--- config.mk ---
export PLATFORM = sky130hd
export DESIGN_NAME = kws_arith
export DESIGN_NICKNAME = d
export VERILOG_FILES = /design/src/kws_pkg.sv /design/src/kws_arith.sv
export SDC_FILE = /design/constraint.sdc
export NUM_CORES = 1
export LEC_CHECK = 0
export BUFFER_PORTS_ARGS = -buffer_cell sky130_fd_sc_hd__buf_4
export CORE_MARGIN = 4
export CORE_UTILIZATION = 40
export DETAILED_ROUTE_END_ITERATION = 16
export HOLD_SLACK_MARGIN = 0.03
export SLEW_MARGIN = 20
export SYNTH_ARGS = -nofsm -noshare
export SYNTH_HDL_FRONTEND = slang
export SYNTH_SLANG_ARGS = --single-unit
--- constraint.sdc ---
create_clock -name clock -period 7.6 [get_ports clock]
set_clock_uncertainty 0.1 [all_clocks]
set_input_delay 1.52 -clock clock [delete_from_list [all_inputs] [get_ports clock]]
set_output_delay 1.52 -clock clock [all_outputs]
set_load 0.02 [all_outputs]
--- src/kws_pkg.sv ---
// Shared types and constants of the kerned string width block.
package kws_pkg;

   localparam int CHAR_CODES_DEFAULT = 256;
   localparam int KERN_SLOTS_DEFAULT = 64;
   localparam int ACC_BITS_DEFAULT   = 24;

   localparam int CODE_BITS    = 8;
   localparam int CODE_SPACE   = 2 ** CODE_BITS;
   localparam int GWIDTH_BITS  = 10;
   localparam int KVALUE_BITS  = 8;
   localparam int SLOT_BITS    = 6;
   localparam int SLOT_SPACE   = 2 ** SLOT_BITS;
   localparam int SPACING_BITS = 7;
   localparam int SCALE_BITS   = 16;
   localparam int OUT_BITS     = 24;
   localparam int CSR_DATA_BITS = 16;

   localparam logic [SCALE_BITS-1:0] SCALE_RESET = 16'd256;

   typedef enum logic [1:0] {
      OP_DEFINE_GLYPH = 2'd0,
      OP_WRITE_KERN   = 2'd1,
      OP_CHAR         = 2'd2,
      OP_END          = 2'd3
   } opcode_type;

   typedef enum logic {
      CSR_CHAR_SPACING = 1'b0,
      CSR_SCALE_Q8     = 1'b1
   } csr_index_type;

   typedef enum logic [2:0] {
      ARITH_NOP,
      ARITH_ADD_KERN,
      ARITH_ADD_GLYPH,
      ARITH_SCALE,
      ARITH_CLEAR
   } arith_op_type;

   typedef struct packed {
      opcode_type                     opcode;
      logic [CODE_BITS-1:0]           char_code;
      logic [GWIDTH_BITS-1:0]         glyph_width;
      logic [CODE_BITS-1:0]           kern_next_code;
      logic signed [KVALUE_BITS-1:0]  kern_value;
      logic [SLOT_BITS-1:0]           kern_slot;
   } req_word_type;

   typedef struct packed {
      logic [CODE_BITS-1:0]          prev_code;
      logic [CODE_BITS-1:0]          next_code;
      logic signed [KVALUE_BITS-1:0] value;
   } kern_entry_type;

   typedef struct packed {
      arith_op_type                  op;
      logic signed [KVALUE_BITS-1:0] kern_value;
      logic [GWIDTH_BITS-1:0]        glyph_width;
   } arith_cmd_type;

   typedef struct packed {
      logic signed [OUT_BITS-1:0] string_width;
      logic                       width_saturated;
   } result_type;

endpackage

--- src/kws_arith.sv ---
// Shared saturating accumulator and final scale unit.
module kws_arith #(
   parameter int ACC_BITS = kws_pkg::ACC_BITS_DEFAULT
) (
   input  logic                                     clock,
   input  logic                                     reset,
   input  kws_pkg::arith_cmd_type                   cmd,
   input  logic signed [kws_pkg::SPACING_BITS-1:0]  char_spacing,
   input  logic [kws_pkg::SCALE_BITS-1:0]           scale_q8,
   output kws_pkg::result_type                      result
);

   localparam int DELTA_BITS = 12;
   localparam int PW = ACC_BITS + kws_pkg::SCALE_BITS + 1;
   localparam int QW = (PW - 8 > kws_pkg::OUT_BITS + 1) ? PW - 8 : kws_pkg::OUT_BITS + 1;
   localparam logic signed [ACC_BITS-1:0] ACC_MAX = {1'b0, {(ACC_BITS-1){1'b1}}};
   localparam logic signed [ACC_BITS-1:0] ACC_MIN = {1'b1, {(ACC_BITS-1){1'b0}}};
   localparam logic signed [QW-1:0] OUT_MAX = QW'((2 ** (kws_pkg::OUT_BITS - 1)) - 1);
   localparam logic signed [QW-1:0] OUT_MIN = -QW'(2 ** (kws_pkg::OUT_BITS - 1));

   logic signed [ACC_BITS-1:0]   acc_ff, acc_in;
   logic                         clamp_ff, clamp_in;
   logic signed [PW-1:0]         product_ff, product_in;
   logic signed [DELTA_BITS-1:0] delta;
   logic signed [ACC_BITS:0]     sum;
   logic                         sum_ovf;
   logic signed [ACC_BITS-1:0]   sum_sat;
   logic signed [kws_pkg::SCALE_BITS:0] scale_s;
   logic [PW-1:0]                round_adj;
   logic [PW-1:0]                adjusted;
   logic signed [PW-9:0]         quotient;
   logic signed [QW-1:0]         q_wide;
   logic                         out_clamp;

   always_comb begin
      if (cmd.op == kws_pkg::ARITH_ADD_KERN) begin
         delta = DELTA_BITS'(cmd.kern_value);
      end else begin
         delta = $signed({2'b00, cmd.glyph_width}) + DELTA_BITS'(char_spacing);
      end
      sum     = {acc_ff[ACC_BITS-1], acc_ff}
                + {{(ACC_BITS + 1 - DELTA_BITS){delta[DELTA_BITS-1]}}, delta};
      sum_ovf = sum[ACC_BITS] != sum[ACC_BITS-1];
      if (sum_ovf) begin
         sum_sat = sum[ACC_BITS] ? ACC_MIN : ACC_MAX;
      end else begin
         sum_sat = sum[ACC_BITS-1:0];
      end
   end

   assign scale_s = $signed({1'b0, scale_q8});

   always_comb begin
      acc_in     = acc_ff;
      clamp_in   = clamp_ff;
      product_in = product_ff;
      unique case (cmd.op)
         kws_pkg::ARITH_NOP: begin
         end
         kws_pkg::ARITH_ADD_KERN, kws_pkg::ARITH_ADD_GLYPH: begin
            acc_in   = sum_sat;
            clamp_in = clamp_ff | sum_ovf;
         end
         kws_pkg::ARITH_SCALE: begin
            product_in = acc_ff * scale_s;
         end
         kws_pkg::ARITH_CLEAR: begin
            acc_in   = '0;
            clamp_in = 1'b0;
         end
         default: begin
         end
      endcase
   end

   // divide by 256 rounding toward zero
   always_comb begin
      round_adj = product_ff[PW-1] ? PW'(255) : '0;
      adjusted  = product_ff + round_adj;
      quotient  = $signed(adjusted[PW-1:8]);
      q_wide    = QW'(quotient);
      out_clamp = 1'b0;
      if (q_wide > OUT_MAX) begin
         result.string_width = OUT_MAX[kws_pkg::OUT_BITS-1:0];
         out_clamp           = 1'b1;
      end else if (q_wide < OUT_MIN) begin
         result.string_width = OUT_MIN[kws_pkg::OUT_BITS-1:0];
         out_clamp           = 1'b1;
      end else begin
         result.string_width = q_wide[kws_pkg::OUT_BITS-1:0];
      end
      result.width_saturated = clamp_ff | out_clamp;
   end

   always_ff @(posedge clock) begin
      if (reset) begin
         acc_ff   <= '0;
         clamp_ff <= 1'b0;
      end else begin
         acc_ff   <= acc_in;
         clamp_ff <= clamp_in;
      end
      product_ff <= product_in;
   end

endmodule

; ---- Word level (Yosys, flattened, before mapping)
; Cells that the tools add are included.
[totals]
ff_bits = 66
latch_bits = 0
mem_bits_rw = 0
romBits = 0
in_bits = 46
output_inout_bits = 25
elab_cells = 28
memories = 0
[classes]
n_addsub = 3
mul = 1
div = 0
order_cmp = 2
n_eq_ne = 5
shifts = 0
mux = 10
bitwise = 2
n_reduce_logical = 2
[op_table]
columns = cell, n
row1 = $mux 24, 4
row2 = $pmux 24 s2, 1
row3 = $add 41x8->41, 1
row4 = $mul 24x17->41, 1
row5 = $gt 33x24->1 const B, 1
row6 = $lt 33x24->1 const B, 1
row7 = $add 24x12->25, 1
row8 = $add 11x7->12, 1
row9 = $mux 12, 1
row10 = $mux 8, 1
row11 = $eq 3x2->1 const B, 2
row12 = $eq 3x1->1 const B, 1
row13 = $eq 3x3->1 const B, 1
row14 = $mux 1, 2
row15 = $or 1x1->1, 2
row16 = $pmux 1 s2, 1
row17 = $reduce_bool 2->1, 1
row18 = $reduce_or 2->1, 1
row19 = $ne 1x1->1, 1

; ---- Logic depth before layout (Yosys ltp)
; Gate-level depths: netlist of the first run.
[logic_depth]
depth_word = 6
depth_mapped = 25
ltp_nobuf = 24

; ---- Least setup slack after synthesis of the first run
; OpenSTA, ideal clock, no wires.
[synth_timing]
path_type = input to register
start = input port scale_q8[2] (netlist bit)
end = register product_ff[38], data pin
setup_time_ns = 0.258
arrival_ns = 7.126
t_required_ns = 7.242
slack_ns = 0.116
cell_stages = 22
path_buffers = 2
cell_sequence = clkbuf_1 > nand2_1 > fa_1 > fa_1 > inv_1 > fa_1 > fa_1 > fa_1 > inv_1 > fa_1 > inv_1 > ha_1 > clkbuf_1 > a21o_1 > a31o_2 > nand2b_1 > o311ai_0 > o41ai_1 > nor2_1 > o31ai_1 > nor2b_1 > xnor2_1
[synth_via]
elab_chain_len = 1
[synth_rtl]
columns = element, line
row1 = "start, declared", kws_arith.sv:9  ; input logic [kws_pkg::SCALE_BITS-1:0] scale_q8,
row2 = $mul 24x17->41, kws_arith.sv:65  ; product_in = acc_ff * scale_s;
row3 = "end signal, assigned", kws_arith.sv:103  ; product_ff <= product_in;
row4 = "end, declared", kws_arith.sv:23  ; logic signed [PW-1:0] product_ff, product_in;
; No other way between the ends.
; A chain may end at the register's enable or synchronous reset.

; ---- Worst setup path in the final report of the first run
[layout_timing]
start = input port scale_q8[5] (netlist bit)
end = register product_ff[40], data pin
; The elaborated chain is that of the path after synthesis.

==> reports/metrics.yaml, run 1 <==
status: "finished clean"
minimum_clock_period_ns: 7.34
net_count_after_synthesis: 2678
placedCellCount: 2792
grt_setup_unrepaired: "no"
antenna_violating_nets_post_route: 0
rows: 79
cts_max_path_buffers: 2
clk_transition_reported_paths_ns: 0.06
synth.largest_area_cell: "fa_1"
main_synth_ff_type: "edfxtp_1"
floorplan.initialDensity: 0.404
avgRoutedWirePerCell_um: 16.3
die_h_um: 225
synth.most_common_cell: "inv_1"
via_per_instance_ratio: 5.01
grt_use_total: 0.189
routed_wirelength_um: 45800
cp.required_ns: 7.60
setup-tns-final_ns: 0
synth-edff-count: 41
timing.hold.worst.class: "flop to flop"
setup_slack_ns: 0.257
final_nets: 2768
area_of_the_die_um2: 50500
post_synth_and_or_nand_nor_area_fraction: 0.155
dpl.hpwl_um: 38800
crit_path_frequent_cell: "fa_1"
reg2reg_from: "acc_ff[20]$_SDFFE_PP0P_"
timing.final.hold_violations: 0
clock-root-buffer: "clkbuf_16"
worstPathMaxFanout: 14
setup.worst_path.end_class: "flop"
power_density_nw_per_um2: 384
total_power_uw: 7970
globalRouteOverflowTotal: 0
timing.critical_path.arrival_ns: 7.34
die_width_um: 225
grt_pass1_wl_um: 77000
post_route_cells_drive_above_1_share: 0.0971
final_min_period_over_clock_period: 0.966
syn-mean-instance-area_um2: 8.90
cts_tree: "built"
synth_compound_area_frac: 0.0920
synth_top_cells_by_area: "fa_1 (40%), inv_1 (9.9%), ha_1 (9.5%)"
place.gp.congestion: 0.858
drc: 0
tightestPinTransition_ns: 1.02
kind_of_critical_path: "input pin to flop"
xor_xnor_portion_of_the_synthesized_cell_area: 0.0439
r2r_setup_slack_ns: 0.77
timing.rr.end: "product_ff[40]$_DFFE_PN_"
first_global_vias: 15000
grt_antenna_before_repair: 0
ir_drop_mv: 0.252
timing.max_slew.rel_slack: 0.318
crit_path_top_delay_cell: "fa_1"
clkLatencyLatePin_ns: 0.39
yosys_register_bits: 66
netlist.area_leader.share: 0.404
first_iter_violations: 713
grt_start_max_net_pins: 42
synthesis.instances: 2110
io_buffers: 70
timing.hold.worst.start: "clamp_ff$_SDFFE_PP0P_"
vias: 14100
cellLeakagePower_uw: 0.0103
firstDrtPassIters: 5
drv_slew: 0
report.final.setup_viol: 0
postSynth.asyncResetShare: 0
synth.mux.area_fraction: 0.00120
cp-startpoint: "scale_q8[5]"
pre_cts_slack_ns: -0.155
num_antenna_cells: 0
count_of_pins_on_the_block_boundary: 71
ys_top_cells_by_count: "inv_1 (497), fa_1 (379), nand2_1 (277), and2_1 (161), ha_1 (143)"
synth.yosys.seq_area_share: 0.0923
critPathMaxStageDelay_ns: 0.55
area_growth_pct: 10.7
synthAdderAreaFrac: 0.501
worstSetupEndpoint: "product_ff[40]$_DFFE_PN_"
netlist_area_before_placement_um2: 18800
cp-start-kind: "input pin"
number_of_cells_in_the_finished_layout_apart_from_fillers: 2812
hold_slack_ns: 0.571
cts_made_buffers: 9
timing.reg2reg.worst_path_depth: 23
core_region_area_um2: 46500
fmax_ghz: 0.136
yosysWarningCount: 0
timing.max_cap.violations: 0
main_combinational_cell_family_by_area_after_synthesis: "adder cells"
clock_sinks: 66
h-tree-depth: 3
synthDistinctLibCells: 67
[per-stage QoR]
stage / area, um^2 / utilization
2_1_floorplan: 18800 / -
3_3_place_gp: 20400 / 0.439
3_5_place_dp: 20400 / 0.439
4_1_cts: 20700 / 0.445
5_1_grt: 20800 / 0.447
6_report: 20800 / 0.447
[layer usage]
layer | part of all wire | wire length (um) | track usage | up-vias
li1 | - | - | - | 6620
met1 | 0.45 | 20800 | 0.262 | 7072
met2 | 0.46 | 21200 | 0.309 | 360
met3 | 0.067 | 3060 | 0.0402 | 44
met4 | 0.017 | 757 | 0.0433 | 0
met5 | 0 | 0 | 0 | -
[logic make-up (layout without fill, tap and decap cells)]
kind of cell	Yosys count	count (layout)
adder cells (fa/ha/maj)	524	524
flip-flops	66	66
buffers and inverters	570	665
AO/OA/AOI/OAI	255	255
AND/OR/NAND/NOR	599	599
XOR/XNOR	94	94
multiplexers	2	2
[layout make-up]
| type | instances | area [um^2] |
|---|---|---|
| clock inverter | 6 | 88.8 |
| sequential | 66 | 1730 |
| inverter | 499 | 1870 |
| fill | 4504 | 25700 |
| clock buffer | 10 | 229 |
| timing repair buffer | 150 | 1140 |
| multi-input combinational | 1474 | 15000 |
| tap | 607 | 759 |
[cell usage in the layout (no fill, tap or decap), types with 41 or more instances in the layout]
| master | n |
|---|---|
| xnor2_1 | 62 |
| o21ai_0 | 42 |
| inv_1 | 497 |
| ha_1 | 142 |
| and2_1 | 161 |
| buf_4 | 148 |
| nor2_1 | 58 |
| nand2_1 | 277 |
| a21oi_1 | 60 |
| fa_1 | 379 |
| edfxtp_1 | 41 |
[worst min-delay path by stage]
stage / end / cells past startpoint
after floorplan: clamp_ff$_SDFFE_PP0P_ / 2
after global placement: clamp_ff$_SDFFE_PP0P_ / 2
after detailed placement: clamp_ff$_SDFFE_PP0P_ / 2
after CTS: clamp_ff$_SDFFE_PP0P_ / 2
after global routing: clamp_ff$_SDFFE_PP0P_ / 2
final: clamp_ff$_SDFFE_PP0P_ / 2
[flip-flops by register name, indices dropped and copies added, names as in the netlist]
| name | cells |
|---|---|
| acc_ff | 24 |
| clamp_ff | 1 |
| product_ff | 41 |
[worst max-delay path: cells and delay by family]
family	cells	cell delay, ns
XOR/XNOR	1	0.13
AND/OR/NAND/NOR	5	0.83
adder cells (fa/ha/maj)	7	3.42
buffers and inverters	9	0.98
AO/OA/AOI/OAI	4	0.44
[where the power goes]
part	switching [uW]	internal [uW]
sequential	230	705
clock	191	288
combinational	3600	2950
total	4030	3950
[repair_timing]
item | in CTS | in global routing
endpoints found under the setup margin | 0 | 6
gates resized for setup | 0 | 12
buffers inserted | 0 | 4
hold buffers | 0 | 0
No activity file was read; power rests on OpenSTA's default activity.
==> inputs of run 2 (changes only) <==
--- a/config.mk
+++ b/config.mk
@@ -5,7 +5,7 @@
 export SDC_FILE = /design/constraint.sdc
 export NUM_CORES = 1
 export LEC_CHECK = 0
-export BUFFER_PORTS_ARGS = -buffer_cell sky130_fd_sc_hd__buf_4
+export BUFFER_PORTS_ARGS = -buffer_cell sky130_fd_sc_hd__buf_2
 export CORE_MARGIN = 4
 export CORE_UTILIZATION = 40
 export DETAILED_ROUTE_END_ITERATION = 16
==> run 2 against run 1 <==
  * Via count is 0.57% lower
  * Highest routed layer unchanged
  * Count of clock-buffer cells in the layout down 1
  * Global-route usage fell by 0.17 points
  * Cell area is 0.13% higher
  * Largest cell class unchanged
==> reports/metrics.yaml, run 2 (synthesized netlist as in run 1, its figures left out) <==
number_of_cells_in_the_finished_layout_apart_from_fillers: 2818
r2r_setup_slack_ns: 0.67
routed_wirelength_um: 45700
dpl.hpwl_um: 38900
h-tree-depth: 3
kind_of_critical_path: "input pin to flop"
place.gp.congestion: 0.896
status: "finished clean"
first_iter_violations: 686
cts_tree: "built"
placedCellCount: 2796
met3_wirelength_um: 2560
wirelength_met1_um: 21300
final_nets: 2773
area.sequential_um2: 1730
cts_max_path_buffers: 2
fillCellCount: 4457
timing.max_slew.rel_slack: 0.348
cts_made_buffers: 9
die_h_um: 225
post_route_cells_drive_above_1_share: 0.105
drv_slew: 0
final_core_util: 0.448
ir_drop_mv: 0.284
grt_use_total: 0.188
cellLeakagePower_uw: 0.0103
clock_sinks: 66
clkLatencyLatePin_ns: 0.37
footprint_of_the_multi_input_gates_um2: 15000
grt_start_max_net_pins: 42
area_of_the_die_um2: 50500
pre_cts_slack_ns: -0.297
floorplan.initialDensity: 0.404
timing.max_cap.violations: 0
avgRoutedWirePerCell_um: 16.2
firstDrtPassIters: 5
largest_register_ff_count: 41
count_of_pins_on_the_block_boundary: 71
via_per_instance_ratio: 4.97
report.final.setup_viol: 0
grt_antenna_before_repair: 1
worstPathMaxFanout: 10
core_region_area_um2: 46500
globalRouteOverflowTotal: 0
dpl-instance-area_um2: 20300
clk_transition_reported_paths_ns: 0.06
drc: 0
timing.hold.worst.class: "flop to flop"
minimum_clock_period_ns: 7.41
layout.cells.most_common: "inv_1"
timing.final.hold_violations: 0
timing.critical_path.arrival_ns: 7.43
cp.required_ns: 7.62
cp-start-kind: "input pin"
setup_slack_ns: 0.188
final_cell_mix: "inv_1 (495), fa_1 (375), nand2_1 (275)"
top_register: "product_ff"
rows: 79
grt_pass1_wl_um: 76700
vias: 14000
hold_slack_ns: 0.469
clock-root-buffer: "clkbuf_16"
antenna_violating_nets_post_route: 0
die_width_um: 225
top_signal_layer_used: "met4"
io_buffers: 70
postCtsHoldBufs: 0
final_min_period_over_clock_period: 0.975
area_growth_pct: 10.8
first_global_vias: 15000
fmax_ghz: 0.135
setup.worst_path.end_class: "flop"
tightestPinTransition_ns: 0.978
wl_met2_um: 21200
power_density_nw_per_um2: 386
largestRegisters: "product_ff (41), acc_ff (24), clamp_ff (1)"
final_instance_area_um2: 20800
run 2: cell types whose count changed in the layout (fill, tap and decap cells not counted), moves of 3 or more:
cell      before  now
buf_12         1    6
buf_2          0   63
buf_4        148   81
clkbuf_4       0    3
fa_1         379  375
fa_2           0    4
run 2: area by class of cell:
cell class              instances  share of cell area
repair buffers                155              0.0530
diodes                          1            0.000120
well taps                     607              0.0365
multi-input cells            1474               0.721
clock buffers                   9              0.0108
clock inverters                 7             0.00487
inverters                     499              0.0900
flip-flops and latches         66              0.0832
run 2: worst paths after layout:
| check | from | end | cells past startpoint |
|---|---|---|---|
| max reg2reg | acc_ff[12]$_SDFFE_PP0P_ | product_ff[38]$_DFFE_PN_ | 22 |
| min | acc_ff[0]$_SDFFE_PP0P_ | acc_ff[0]$_SDFFE_PP0P_ | 2 |
| max | scale_q8[5] | product_ff[38]$_DFFE_PN_ | 27 |
| min reg2reg | acc_ff[0]$_SDFFE_PP0P_ | acc_ff[0]$_SDFFE_PP0P_ | 2 |
run 2: worst max-delay path, stage by stage:
cell	delay, ns
buf_6	0.13
buf_12	0.14
buf_4	0.13
and2_4	0.15
fa_1	0.52
inv_1	0.06
fa_1	0.51
inv_1	0.06
fa_1	0.56
fa_1	0.45
fa_1	0.52
inv_1	0.05
fa_1	0.49
inv_2	0.05
ha_4	0.21
buf_4	0.15
nand4_1	0.12
nor2_2	0.08
buf_4	0.14
nand4b_1	0.08
o211ai_1	0.18
o41ai_2	0.37
buf_4	0.17
nor2_1	0.04
o31ai_1	0.26
nor2b_2	0.21
xnor2_1	0.06
run 2: timing repair:
item	in CTS	in global routing
gates resized for setup	0	36
buffers inserted	0	4
endpoints found under the setup margin	0	6
run 2: metal layers:
layer / vias to the layer above / GRT usage
met1: 6977 / 0.267
met4: 0 / 0.0415
met5: - / 0
met2: 373 / 0.306
met3: 40 / 0.0290
li1: 6626 / -
run 2: per-stage QoR:
stage	total power (uW)	setup TNS (ns)
after global placement	7330	-0.571
final	8030	0
after CTS	7930	0
after detailed placement	7420	-1.01
after floorplan	5410	0
after global routing	9060	-0.0821
run 2: power by group:
group          internal (uW)  switching [uW]
registers                705             215
logic                   2970            3670
clock network            289             181
