File: src/kws_pkg.sv
// Shared types and constants of the kerned string width block.
package kws_pkg;

   localparam int CHAR_CODES_DEFAULT = 256;
   localparam int KERN_SLOTS_DEFAULT = 64;
   localparam int ACC_BITS_DEFAULT   = 24;

   localparam int CODE_BITS    = 8;
   localparam int CODE_SPACE   = 2 ** CODE_BITS;
   localparam int GWIDTH_BITS  = 10;
   localparam int KVALUE_BITS  = 8;
   localparam int SLOT_BITS    = 6;
   localparam int SLOT_SPACE   = 2 ** SLOT_BITS;
   localparam int SPACING_BITS = 7;
   localparam int SCALE_BITS   = 16;
   localparam int OUT_BITS     = 24;
   localparam int CSR_DATA_BITS = 16;

   localparam logic [SCALE_BITS-1:0] SCALE_RESET = 16'd256;

   typedef enum logic [1:0] {
      OP_DEFINE_GLYPH = 2'd0,
      OP_WRITE_KERN   = 2'd1,
      OP_CHAR         = 2'd2,
      OP_END          = 2'd3
   } opcode_type;

   typedef enum logic {
      CSR_CHAR_SPACING = 1'b0,
      CSR_SCALE_Q8     = 1'b1
   } csr_index_type;

   typedef enum logic [2:0] {
      ARITH_NOP,
      ARITH_ADD_KERN,
      ARITH_ADD_GLYPH,
      ARITH_SCALE,
      ARITH_CLEAR
   } arith_op_type;

   typedef struct packed {
      opcode_type                     opcode;
      logic [CODE_BITS-1:0]           char_code;
      logic [GWIDTH_BITS-1:0]         glyph_width;
      logic [CODE_BITS-1:0]           kern_next_code;
      logic signed [KVALUE_BITS-1:0]  kern_value;
      logic [SLOT_BITS-1:0]           kern_slot;
   } req_word_type;

   typedef struct packed {
      logic [CODE_BITS-1:0]          prev_code;
      logic [CODE_BITS-1:0]          next_code;
      logic signed [KVALUE_BITS-1:0] value;
   } kern_entry_type;

   typedef struct packed {
      arith_op_type                  op;
      logic signed [KVALUE_BITS-1:0] kern_value;
      logic [GWIDTH_BITS-1:0]        glyph_width;
   } arith_cmd_type;

   typedef struct packed {
      logic signed [OUT_BITS-1:0] string_width;
      logic                       width_saturated;
   } result_type;

endpackage

File: src/kws_ram.sv
// Generic single write port, single read port RAM with registered read.
module kws_ram #(
   parameter int WIDTH = 8,
   parameter int DEPTH = 64,
   localparam int ADDR_BITS = (DEPTH > 1) ? $clog2(DEPTH) : 1
) (
   input  logic                 clock,
   input  logic                 wr_en,
   input  logic [ADDR_BITS-1:0] wr_addr,
   input  logic [WIDTH-1:0]     wr_data,
   input  logic                 rd_en,
   input  logic [ADDR_BITS-1:0] rd_addr,
   output logic [WIDTH-1:0]     rd_data
);

   logic [WIDTH-1:0] mem_ff [DEPTH];
   logic [WIDTH-1:0] rd_data_ff;

   always_ff @(posedge clock) begin
      if (wr_en) begin
         mem_ff[wr_addr] <= wr_data;
      end
      if (rd_en) begin
         rd_data_ff <= mem_ff[rd_addr];
      end
   end

   assign rd_data = rd_data_ff;

endmodule

File: src/kws_seq.sv
// Command sequencer with glyph and kerning stores and the kerning slot scan.
module kws_seq #(
   parameter int CHAR_CODES = kws_pkg::CHAR_CODES_DEFAULT,
   parameter int KERN_SLOTS = kws_pkg::KERN_SLOTS_DEFAULT
) (
   input  logic                   clock,
   input  logic                   reset,
   input  logic                   req_valid,
   input  kws_pkg::req_word_type  req_word,
   output logic                   req_ready,
   input  logic                   out_free,
   output kws_pkg::arith_cmd_type cmd,
   output logic                   rsp_load
);

   localparam int GDEPTH    = (CHAR_CODES < kws_pkg::CODE_SPACE) ? CHAR_CODES
                                                                  : kws_pkg::CODE_SPACE;
   localparam int GIDX_BITS = $clog2(GDEPTH);
   localparam int KDEPTH    = (KERN_SLOTS < kws_pkg::SLOT_SPACE) ? KERN_SLOTS
                                                                  : kws_pkg::SLOT_SPACE;
   localparam int KIDX_BITS = (KDEPTH > 1) ? $clog2(KDEPTH) : 1;
   localparam int CNT_BITS  = $clog2(KDEPTH + 1);
   localparam int KENT_BITS = $bits(kws_pkg::kern_entry_type);

   typedef enum logic [4:0] {
      S_IDLE      = 5'b00001,
      S_SCAN      = 5'b00010,
      S_GLYPH_ADD = 5'b00100,
      S_SCALE     = 5'b01000,
      S_FINISH    = 5'b10000
   } state_type;

   state_type                       state_ff, state_in;
   logic [CNT_BITS-1:0]             cnt_ff, cnt_in;
   logic [kws_pkg::CODE_BITS-1:0]   code_ff, code_in;
   logic [kws_pkg::CODE_BITS-1:0]   prev_ff, prev_in;
   logic                            have_prev_ff, have_prev_in;
   logic                            kvld_ff, kvld_in;
   logic [GDEPTH-1:0]               glyph_def_ff, glyph_def_in;
   logic [KDEPTH-1:0]               kvalid_ff, kvalid_in;

   logic                            accept;
   logic                            code_in_range;
   logic                            slot_in_range;
   logic [GIDX_BITS-1:0]            glyph_idx;
   logic [KIDX_BITS-1:0]            slot_idx;
   logic [KIDX_BITS-1:0]            scan_addr;
   logic                            glyph_we, glyph_re, kern_we, kern_re;
   logic [kws_pkg::GWIDTH_BITS-1:0] glyph_rd;
   logic [KENT_BITS-1:0]            kern_rd_bits;
   kws_pkg::kern_entry_type         kern_rd;
   kws_pkg::kern_entry_type         kern_wr;
   logic                            hit;

   assign req_ready     = state_ff == S_IDLE;
   assign accept        = req_valid && req_ready;
   assign code_in_range = 32'(req_word.char_code) < CHAR_CODES;
   assign slot_in_range = 32'(req_word.kern_slot) < KERN_SLOTS;
   assign glyph_idx     = req_word.char_code[GIDX_BITS-1:0];
   assign slot_idx      = req_word.kern_slot[KIDX_BITS-1:0];
   assign scan_addr     = cnt_ff[KIDX_BITS-1:0];
   assign kern_rd       = kws_pkg::kern_entry_type'(kern_rd_bits);
   assign kern_wr       = '{prev_code: req_word.char_code,
                            next_code: req_word.kern_next_code,
                            value:     req_word.kern_value};

   kws_ram #(
      .WIDTH (kws_pkg::GWIDTH_BITS),
      .DEPTH (GDEPTH)
   ) u_glyph_ram (
      .clock   (clock),
      .wr_en   (glyph_we),
      .wr_addr (glyph_idx),
      .wr_data (req_word.glyph_width),
      .rd_en   (glyph_re),
      .rd_addr (glyph_idx),
      .rd_data (glyph_rd)
   );

   kws_ram #(
      .WIDTH (KENT_BITS),
      .DEPTH (KDEPTH)
   ) u_kern_ram (
      .clock   (clock),
      .wr_en   (kern_we),
      .wr_addr (slot_idx),
      .wr_data (kern_wr),
      .rd_en   (kern_re),
      .rd_addr (scan_addr),
      .rd_data (kern_rd_bits)
   );

   // read data of the slot issued last cycle is compared now
   assign hit = (cnt_ff != '0) && kvld_ff && (kern_rd.prev_code == prev_ff)
                && (kern_rd.next_code == code_ff);

   always_comb begin
      state_in     = state_ff;
      cnt_in       = cnt_ff;
      code_in      = code_ff;
      prev_in      = prev_ff;
      have_prev_in = have_prev_ff;
      kvld_in      = kvld_ff;
      glyph_def_in = glyph_def_ff;
      kvalid_in    = kvalid_ff;
      glyph_we     = 1'b0;
      glyph_re     = 1'b0;
      kern_we      = 1'b0;
      kern_re      = 1'b0;
      rsp_load     = 1'b0;
      cmd          = '{op: kws_pkg::ARITH_NOP, kern_value: kern_rd.value,
                       glyph_width: glyph_rd};
      unique case (state_ff)
         S_IDLE: begin
            if (accept) begin
               unique case (req_word.opcode)
                  kws_pkg::OP_DEFINE_GLYPH: begin
                     if (code_in_range) begin
                        glyph_we                = 1'b1;
                        glyph_def_in[glyph_idx] = 1'b1;
                     end
                  end
                  kws_pkg::OP_WRITE_KERN: begin
                     if (slot_in_range) begin
                        kern_we             = 1'b1;
                        kvalid_in[slot_idx] = 1'b1;
                     end
                  end
                  kws_pkg::OP_CHAR: begin
                     // unknown glyphs are dropped here and leave the string alone
                     if (code_in_range && glyph_def_ff[glyph_idx]) begin
                        glyph_re = 1'b1;
                        code_in  = req_word.char_code;
                        cnt_in   = '0;
                        state_in = have_prev_ff ? S_SCAN : S_GLYPH_ADD;
                     end
                  end
                  kws_pkg::OP_END: begin
                     state_in = S_SCALE;
                  end
                  default: begin
                  end
               endcase
            end
         end
         S_SCAN: begin
            kern_re = 1'b1;
            kvld_in = (32'(cnt_ff) < KDEPTH) && kvalid_ff[scan_addr];
            if (hit) begin
               cmd.op   = kws_pkg::ARITH_ADD_KERN;
               state_in = S_GLYPH_ADD;
            end else if (cnt_ff == CNT_BITS'(KDEPTH)) begin
               state_in = S_GLYPH_ADD;
            end else begin
               cnt_in = cnt_ff + 1'b1;
            end
         end
         S_GLYPH_ADD: begin
            cmd.op       = kws_pkg::ARITH_ADD_GLYPH;
            prev_in      = code_ff;
            have_prev_in = 1'b1;
            state_in     = S_IDLE;
         end
         S_SCALE: begin
            cmd.op   = kws_pkg::ARITH_SCALE;
            state_in = S_FINISH;
         end
         S_FINISH: begin
            if (out_free) begin
               cmd.op       = kws_pkg::ARITH_CLEAR;
               rsp_load     = 1'b1;
               prev_in      = '0;
               have_prev_in = 1'b0;
               state_in     = S_IDLE;
            end
         end
         default: begin
            state_in = S_IDLE;
         end
      endcase
   end

   always_ff @(posedge clock) begin
      if (reset) begin
         state_ff     <= S_IDLE;
         prev_ff      <= '0;
         have_prev_ff <= 1'b0;
         glyph_def_ff <= '0;
         kvalid_ff    <= '0;
         cnt_ff       <= '0;
         kvld_ff      <= 1'b0;
      end else begin
         state_ff     <= state_in;
         prev_ff      <= prev_in;
         have_prev_ff <= have_prev_in;
         glyph_def_ff <= glyph_def_in;
         kvalid_ff    <= kvalid_in;
         cnt_ff       <= cnt_in;
         kvld_ff      <= kvld_in;
      end
      code_ff <= code_in;
   end

endmodule

File: config.mk
export PLATFORM = sky130hd
export DESIGN_NAME = kws_seq
export DESIGN_NICKNAME = d
export VERILOG_FILES = /design/src/kws_pkg.sv /design/src/kws_ram.sv /design/src/kws_seq.sv
export SDC_FILE = /design/constraint.sdc
export NUM_CORES = 2
export LEC_CHECK = 0
export BUFFER_PORTS_ARGS = -buffer_cell sky130_fd_sc_hd__buf_2
export CAP_MARGIN = 20
export CORE_MARGIN = 3
export CORE_UTILIZATION = 45
export CTS_CLUSTER_DIAMETER = 30
export DETAILED_ROUTE_END_ITERATION = 16
export PLACE_DENSITY_LB_ADDON = 0.2
export SLEW_MARGIN = 20
export SYNTH_ARGS = -nofsm -noshare
export SYNTH_HDL_FRONTEND = slang
export SYNTH_HIERARCHICAL = 1
export SYNTH_SLANG_ARGS = --single-unit
export TNS_END_PERCENT = 50
File: constraint.sdc
create_clock -name clock -period 3.79 [get_ports clock]
set_input_delay 0 -clock clock [delete_from_list [all_inputs] [get_ports clock]]
set_output_delay 0 -clock clock [all_outputs]
set_load 0.02 [all_outputs]
== Yosys cells after proc, flatten, opt, wreduce, memory -nomap -nowiden ==
Memory sizes are Yosys's and may differ from the RTL's. A register that Yosys moved wholly into a read port is not among the register bits.
Index checks and enable logic that the tools add are counted.
W data, S select, Z words.

* Memories: 2
* Bits of input ports: 46
* Register bits: 350
* Word-level logic and storage cells: 102
* Bits in writable memories: 4096

* Multiplexer cells: 46
* Add/sub/neg operators: 1
* Bitwise logic cells: 2
* Reductions and logical operators: 17
* Order comparisons: 6
* Equal/unequal tests: 20

{| class="wikitable"
|+ Memories
! memory !! depth !! bits a word !! rd ports !! clocked after memory_dff !! wr ports !! RTL line !! source
|-
| u_glyph_ram.mem_ff || 256 || 10 || 1 || 1 || 1 || kws_ram.sv:16 || <nowiki>logic [WIDTH-1:0] mem_ff [DEPTH];</nowiki>
|-
| u_kern_ram.mem_ff || 64 || 24 || 1 || 1 || 1 || kws_ram.sv:16 ||
|}

{| class="wikitable"
|+ Operator list
! operator !! count
|-
| $or A256 B256 Y256 || 1
|-
| $or A64 B64 Y64 || 1
|-
| $mux W7 || 5
|-
| $mux W5 || 5
|-
| $mux W1 || 23
|-
| $pmux W5 S4 || 1
|-
| $eq A8 B8 Y1 || 2
|-
| $pmux W8 S2 || 1
|-
| $lt A6 B7 Y1 const B || 2
|-
| $pmux W7 S2 || 1
|-
| $pmux W3 S4 || 1
|-
| $pmux W5 S2 || 1
|-
| $lt A8 B9 Y1 const B || 1
|-
| $bmux W1 S8 || 1
|-
| $demux W1 S8 || 1
|-
| $ge A8 B1 Y1 const B || 1
|-
| $mux W8 || 1
|-
| $add A7 B1 Y7 const B || 1
|-
| $eq A7 B7 Y1 const B || 1
|-
| $logic_and A1 B1 Y1 || 7
|-
| $lt A7 B7 Y1 const B || 1
|-
| $reduce_bool A7 Y1 || 1
|-
| $bmux W1 S6 || 1
|-
| $demux W1 S6 || 1
|-
| 21 further kinds || 30
|}

== Depth between registers and ports, before layout ==
* Depth in word-level cells: 6
* Gate-level depth with buffers: 14
* Mapped depth without buffers: 10

== Hierarchy ==
Netlist, hierarchy kept.

{| class="wikitable"
|+ Modules (own cells, without submodules)
! module !! times used !! area each (µm²) !! cells each
|-
| kws_ram at u_glyph_ram || 1 || 99354.0 || 4642
|-
| kws_ram at u_kern_ram || 1 || 59535.8 || 2610
|-
| kws_seq || 1 || 14517.7 || 1539
|}

== Worst setup path after synthesis ==
OpenSTA, ideal clock, no wires.

* Kind: register to register
* Start point: reg state_ff[4]
* End point: mem u_kern_ram/mem_ff[48][0] (netlist name) (enable)
* Stages on the path, launching flop included: 12
* Setup slack: -212 ps
* Buffers on the path: 1
* Required time: 3355 ps
* Clock period less this slack: 4002 ps
* Library setup time: 435 ps
* Arrival time: 3567 ps
* Path through: dfxtp_1 buf_2 nor2_2 nand3_1 inv_2 nand2_1 nor2_1 nand2_1 inv_1 nor2b_1 nand4b_1 nor3_1

* Cells in the longest elaborated chain, start to end: 6

{| class="wikitable"
|+ RTL lines
! element !! RTL line !! source
|-
| start: declaration || kws_seq.sv:33 || <nowiki>state_type state_ff, state_in;</nowiki>
|-
| start signal: assignment || kws_seq.sv:193 || <nowiki>state_ff <= state_in;</nowiki>
|-
| $eq A5 B1 Y1 (*) || kws_seq.sv:55 || <nowiki>assign req_ready = state_ff == S_IDLE;</nowiki>
|-
| via req_ready || kws_seq.sv:10 || <nowiki>output logic req_ready,</nowiki>
|-
| $logic_and A1 B1 Y1 || kws_seq.sv:56 || <nowiki>assign accept = req_valid && req_ready;</nowiki>
|-
| $mux W1 || kws_seq.sv:115 || <nowiki>if (accept) begin</nowiki>
|-
| $mux W1 (*) || kws_seq.sv:113 || <nowiki>unique case (state_ff)</nowiki>
|-
| via kern_we || kws_seq.sv:48 || <nowiki>logic glyph_we, glyph_re, kern_we, kern_re;</nowiki>
|-
| $mux W1 (*) || kws_ram.sv:20 || <nowiki>if (wr_en) begin</nowiki>
|-
| $mux W1 (not written as such) (*) || kws_ram.sv:21 || <nowiki>mem_ff[wr_addr] <= wr_data;</nowiki>
|-
| end: declaration || kws_ram.sv:16 ||
|}

The timed path passes the listed nets; every way through them passes the cells marked *.

== Worst setup path in the final report ==
* Start point: reg state_ff[4]
* End point: mem u_kern_ram/mem_ff[12][4] (netlist name) (enable)

* Cells in the longest elaborated chain, start to end: 6

{| class="wikitable"
|+ RTL lines
! element !! RTL line
|-
| $eq A5 B1 Y1 (*) || kws_seq.sv:55, kws_seq.sv:113
|-
| $logic_and A1 B1 Y1 || kws_seq.sv:56
|-
| $mux W1 || kws_seq.sv:115
|-
| $mux W1 (*) || kws_seq.sv:113
|-
| via kern_we || kws_seq.sv:48
|-
| $mux W1 (*) || kws_ram.sv:20
|-
| $mux W1 (not written as such) (*) || kws_ram.sv:21
|}

Marks and branches as above.

==> summary.md <==
| Metric | Value |
|---|---|
| Layout cell share with drive strength beyond 1 | 31.3% |
| Boundary Pins | 69 |
| Commonest non-fill, non-tap cells in the layout | edfxtp_1 (4138), mux4_2 (910), clkbuf_16 (842), buf_4 (725), nor2_1 (665) |
| Crit-path cells | nor2_2 -> nand3_1 -> inv_2 -> nand2_1 -> nor2_1 -> buf_4 -> nand2_1 -> inv_1 -> nor2b_1 -> nand2_1 -> buf_4 -> nor2_2 -> buf_4 |
| R2r endpoint | u_kern_ram/mem_ff[12][4] |
| Worst EP required | between 4000 and 5000 ps |
| Syn nets | roughly 8800 |
| Total internal power | around 100 mW |
| Post-route insts no fill | ~16000 |
| DP Cell Count | 14100 |
| Shortest period the worst path allows | around 3500 ps |
| Pwr Total | approximately 130 mW |
| Worst hold stages | 3 |
| FF-to-FF Start | state_ff[4] |
| Fmax achieved | about 0.28 GHz |
| Buf+Inv Stages, Crit Path | 5 |
| Psw | between 20 and 30 mW |
| Synth area leader | edfxtp_1 |
| Crit path DAT | approximately 4200 ps |
| # DRC | 0 |
| Top cells by area, synth | edfxtp_1 (72%), mux4_2 (12%), dfxtp_1 (3.9%), mux2i_1 (1.9%), nor2_1 (1.6%) |
| Largest family of logic cells by synthesized area | multiplexers |
| Area of the core | about 0.38 mm2 |
| RSZ-0062 raised after global routing | false |
| Clock-pin slew on the worst setup and hold paths | ~40 ps |
| Detailed-route via count | 93900 |
| Number of global-route vias before repair | between 90000 and 100k |
| Pins Over Slew Limit | 0 |
| YS warnings | 6 |
| Seq/Total Area, Yosys | 75.6% |
| Clock sink count | roughly 4500 |
| Synth top area share | 71.7% |
| Synthesized flop and latch total | ~4500 |
| Clock Power Share | a little under three fifths |
| Max_slew headroom | 24.4% |
| Crit share post-route | approximately 93% |
| Synth Instances | 8791 |
| TritonCTS Buffers | 840 |
| Compound-gate portion of the synthesized area | 4.24% |
| Largest net degree at the start of global routing | 148 |
| Syn avg cell area | roughly 20 um2 |
| DRT Pass-1 Iters | 6 |
| CP endpoint kind | register |
| Port Buffers | between 60 and 70 |
| Worst hold start | reset |
| Post-synth EDFFs | around 4100 |
| CP Class | register to register |
| Slowest Stage Delay on Critical Path | roughly 480 ps |
| Placer Congestion | between 0.8 and 0.9 |
| CTS tree | built |
| Switch share | between 20% and 30% |
| CTS Root Cell | clkbuf_16 |
| GRT Total Usage | roughly a quarter |
| Worst Reg-to-Reg Cells | 13 |
| Largest delay contributor family on the critical path | buffers and inverters |
| Hold EP | kvalid_ff[1] |
| Post-synthesis cell type count | 85 |
| CP Max Fanout | 24 |
| Final HPWL DP | roughly 280000 um |
| Detailed-route wire length | between 400000 and 500000 um |
| Die Ht | ~630 um |
| Max Cap Violations | 0 |
| Critical path's slowest cell | buf_4 |
| Vias/cell | approximately 6 |
| Pwr/cell area | 620 mW/mm2 |
| Sequential Power Share | around two fifths |
| Initial antenna violation count | 23 |
| Die area | 0.393 mm2 |
| Endpoints failing hold | 0 |
| Combinational Power Share | ~3% |
| Post-Synth Simple-Gate Area | 3.19% |
| ANT nets after route | 0 |
| Final Setup Violations | 0 |
| XOR/XNOR Fraction of Synth Area | less than 1% |
| Most common cell after layout, fill and taps aside | edfxtp_1 |
| Final net count | around 10000 |
| DRT iter0 DRCs | ~11000 |
| Layout Skew | 97.8 ps |
| Post-synthesis adder-cell area fraction | less than 1% |
| Site Rows | around 230 |
| Mux cell area share after synthesis | between 10 and 15% |
| H-tree levels | 6 |
| Global route total overflow | 0 |
| Status | completed |
| First-pass GRT wire length | a little under 700000 um |
| Drt wl/cell | approximately 30 um |
| Post-synthesis async set-or-reset flop share | 0% |
| Die width | between 600 and 700 um |
| Slew @ Worst Pin | ~1100 ps |
| Dominant synthesized flop cell | edfxtp_1 |
| Worst reg-to-reg setup slack | approximately 250 ps |
| Worst Hold Class | input pin to register |
| Max IR drop VDD | 0.000526 V |
| Pleak | around 70 nW |
| Crit start category | register |
| Layout area overhead | 23.5% |
| Synth Cell Area | 0.173 mm2 |
| Clock Path Buffers | 4 |
| Initial Util | between 40% and 50% |
| Clk Latency, worst-skew pair | between 1000 and 1500 ps |
==> sequential cells by signal, summed over array words and instances, names as in the netlist <==
| register | cells |
|---|---|
| cnt_ff | 7 |
| code_ff | 8 |
| glyph_def_ff | 256 |
| have_prev_ff | 1 |
| kvalid_ff | 64 |
| kvld_ff | 1 |
| prev_ff | 8 |
| state_ff | 5 |
| u_glyph_ram/mem_ff | 2560 |
| u_glyph_ram/rd_data | 10 |
| u_kern_ram/mem_ff | 1536 |
| u_kern_ram/rd_data | 24 |
==> metal layers <==
layer  vias up  GRT usage (%)  share of wire, %
met4         4           7.37               2.9
met1     49700           33.8                41
met2      4368           38.1                48
met5         -              0            0.0044
li1      39100              -                 -
met3       725           4.29               8.2
==> power by group through the flow <==
| stage | Clock, mW | Sequential (mW) | Combinational [mW] |
|---|---|---|---|
| 4_1_cts | 75.7 | 54.2 | 4.00 |
| 5_1_grt | 78.3 | 54.1 | 4.22 |
| 6_report | 74.7 | 54.2 | 4.00 |
| 2_1_floorplan | 0 | 55.1 | 1.92 |
| 3_5_place_dp | 0 | 55.1 | 3.94 |
| 3_3_place_gp | 0 | 55.1 | 3.86 |
==> through the flow <==
step,hold slack [ps],setup WS [ps],utilization (%),setup TNS (ps),cell area (um2)
CTS,2.28,34.5,55.9,0,214000
global placement,340,-53.2,48.1,-53.2,184000
detailed placement,369,56.7,48.1,0,184000
finish,30.9,247,55.9,0,214000
global route,43.6,55.2,55.9,0,214000
floorplan,98.9,-205,-,-4920,173000
==> repair_timing <==
item                       in CTS  in global routing
hold buffers                   64                  2
buffers inserted                3                  0
setup endpoints to repair       1                  4
hold endpoints to repair     4473                 44
gates resized for setup         0                  2
==> Yosys cell counts, types with 34 or more instances <==
cell type  number
mux4_2        910
a221oi_1       67
nand3_1        79
nor2b_1        43
o22ai_1       117
nand2_1       125
edfxtp_1     4138
dfxtp_1       342
mux4_1         54
buf_4          61
clkbuf_1      250
nor3_1         62
o221ai_1       50
buf_6          34
nor4_1         34
mux2_2         54
buf_1          37
a22oi_1       222
a21oi_1       474
mux2i_1       333
nor2_1        733
buf_2         125
==> logic make-up (layout without fill, tap and decap cells) <==
| kind of cell | count (synthesis) | in the layout |
|---|---|---|
| AO/OA/AOI/OAI | 1128 | 1128 |
| XOR/XNOR | 17 | 17 |
| adder cells (fa/ha/maj) | 2 | 2 |
| buffers and inverters | 569 | 2526 |
| flip-flops | 4480 | 4480 |
| multiplexers | 1356 | 1356 |
| other | 0 | 8 |
| AND/OR/NAND/NOR | 1239 | 1239 |
==> worst max path at each step <==
stage,from,endpoint,slack [ps],depth (start not counted)
global route,state_ff[4],kvalid_ff[56],60,12
global placement,req_word[32],u_glyph_ram/rd_data[0],-50,8
floorplan,state_ff[4],u_kern_ram/mem_ff[49][0],-210,11
finish,state_ff[4],u_kern_ram/mem_ff[12][4],250,13
detailed placement,req_word[32],u_glyph_ram/rd_data[8],60,9
CTS,cnt_ff[2],cmd[18],30,8
==> worst reg2reg max path: stages (launching register included) <==
cell     delay [ps]
dfxtp_1         390
nor2_2          260
nand3_1         250
inv_2           180
nand2_1          80
nor2_1          150
buf_4           180
nand2_1          80
inv_1           360
nor2b_1         320
nand2_1          90
buf_4           200
nor2_2          110
buf_4           480
==> layout make-up <==
type | count | area [um2]
antenna | 8 | 20.0
clock buffer | 931 | 21500
clock inverter | 636 | 7530
fill | 28400 | 169000
inverter | 21 | 78.8
multi-input combinational | 3742 | 39400
sequential | 4480 | 131000
tap | 5038 | 6300
timing repair buffer | 938 | 8250
Power figures use the tool's default switching activity.
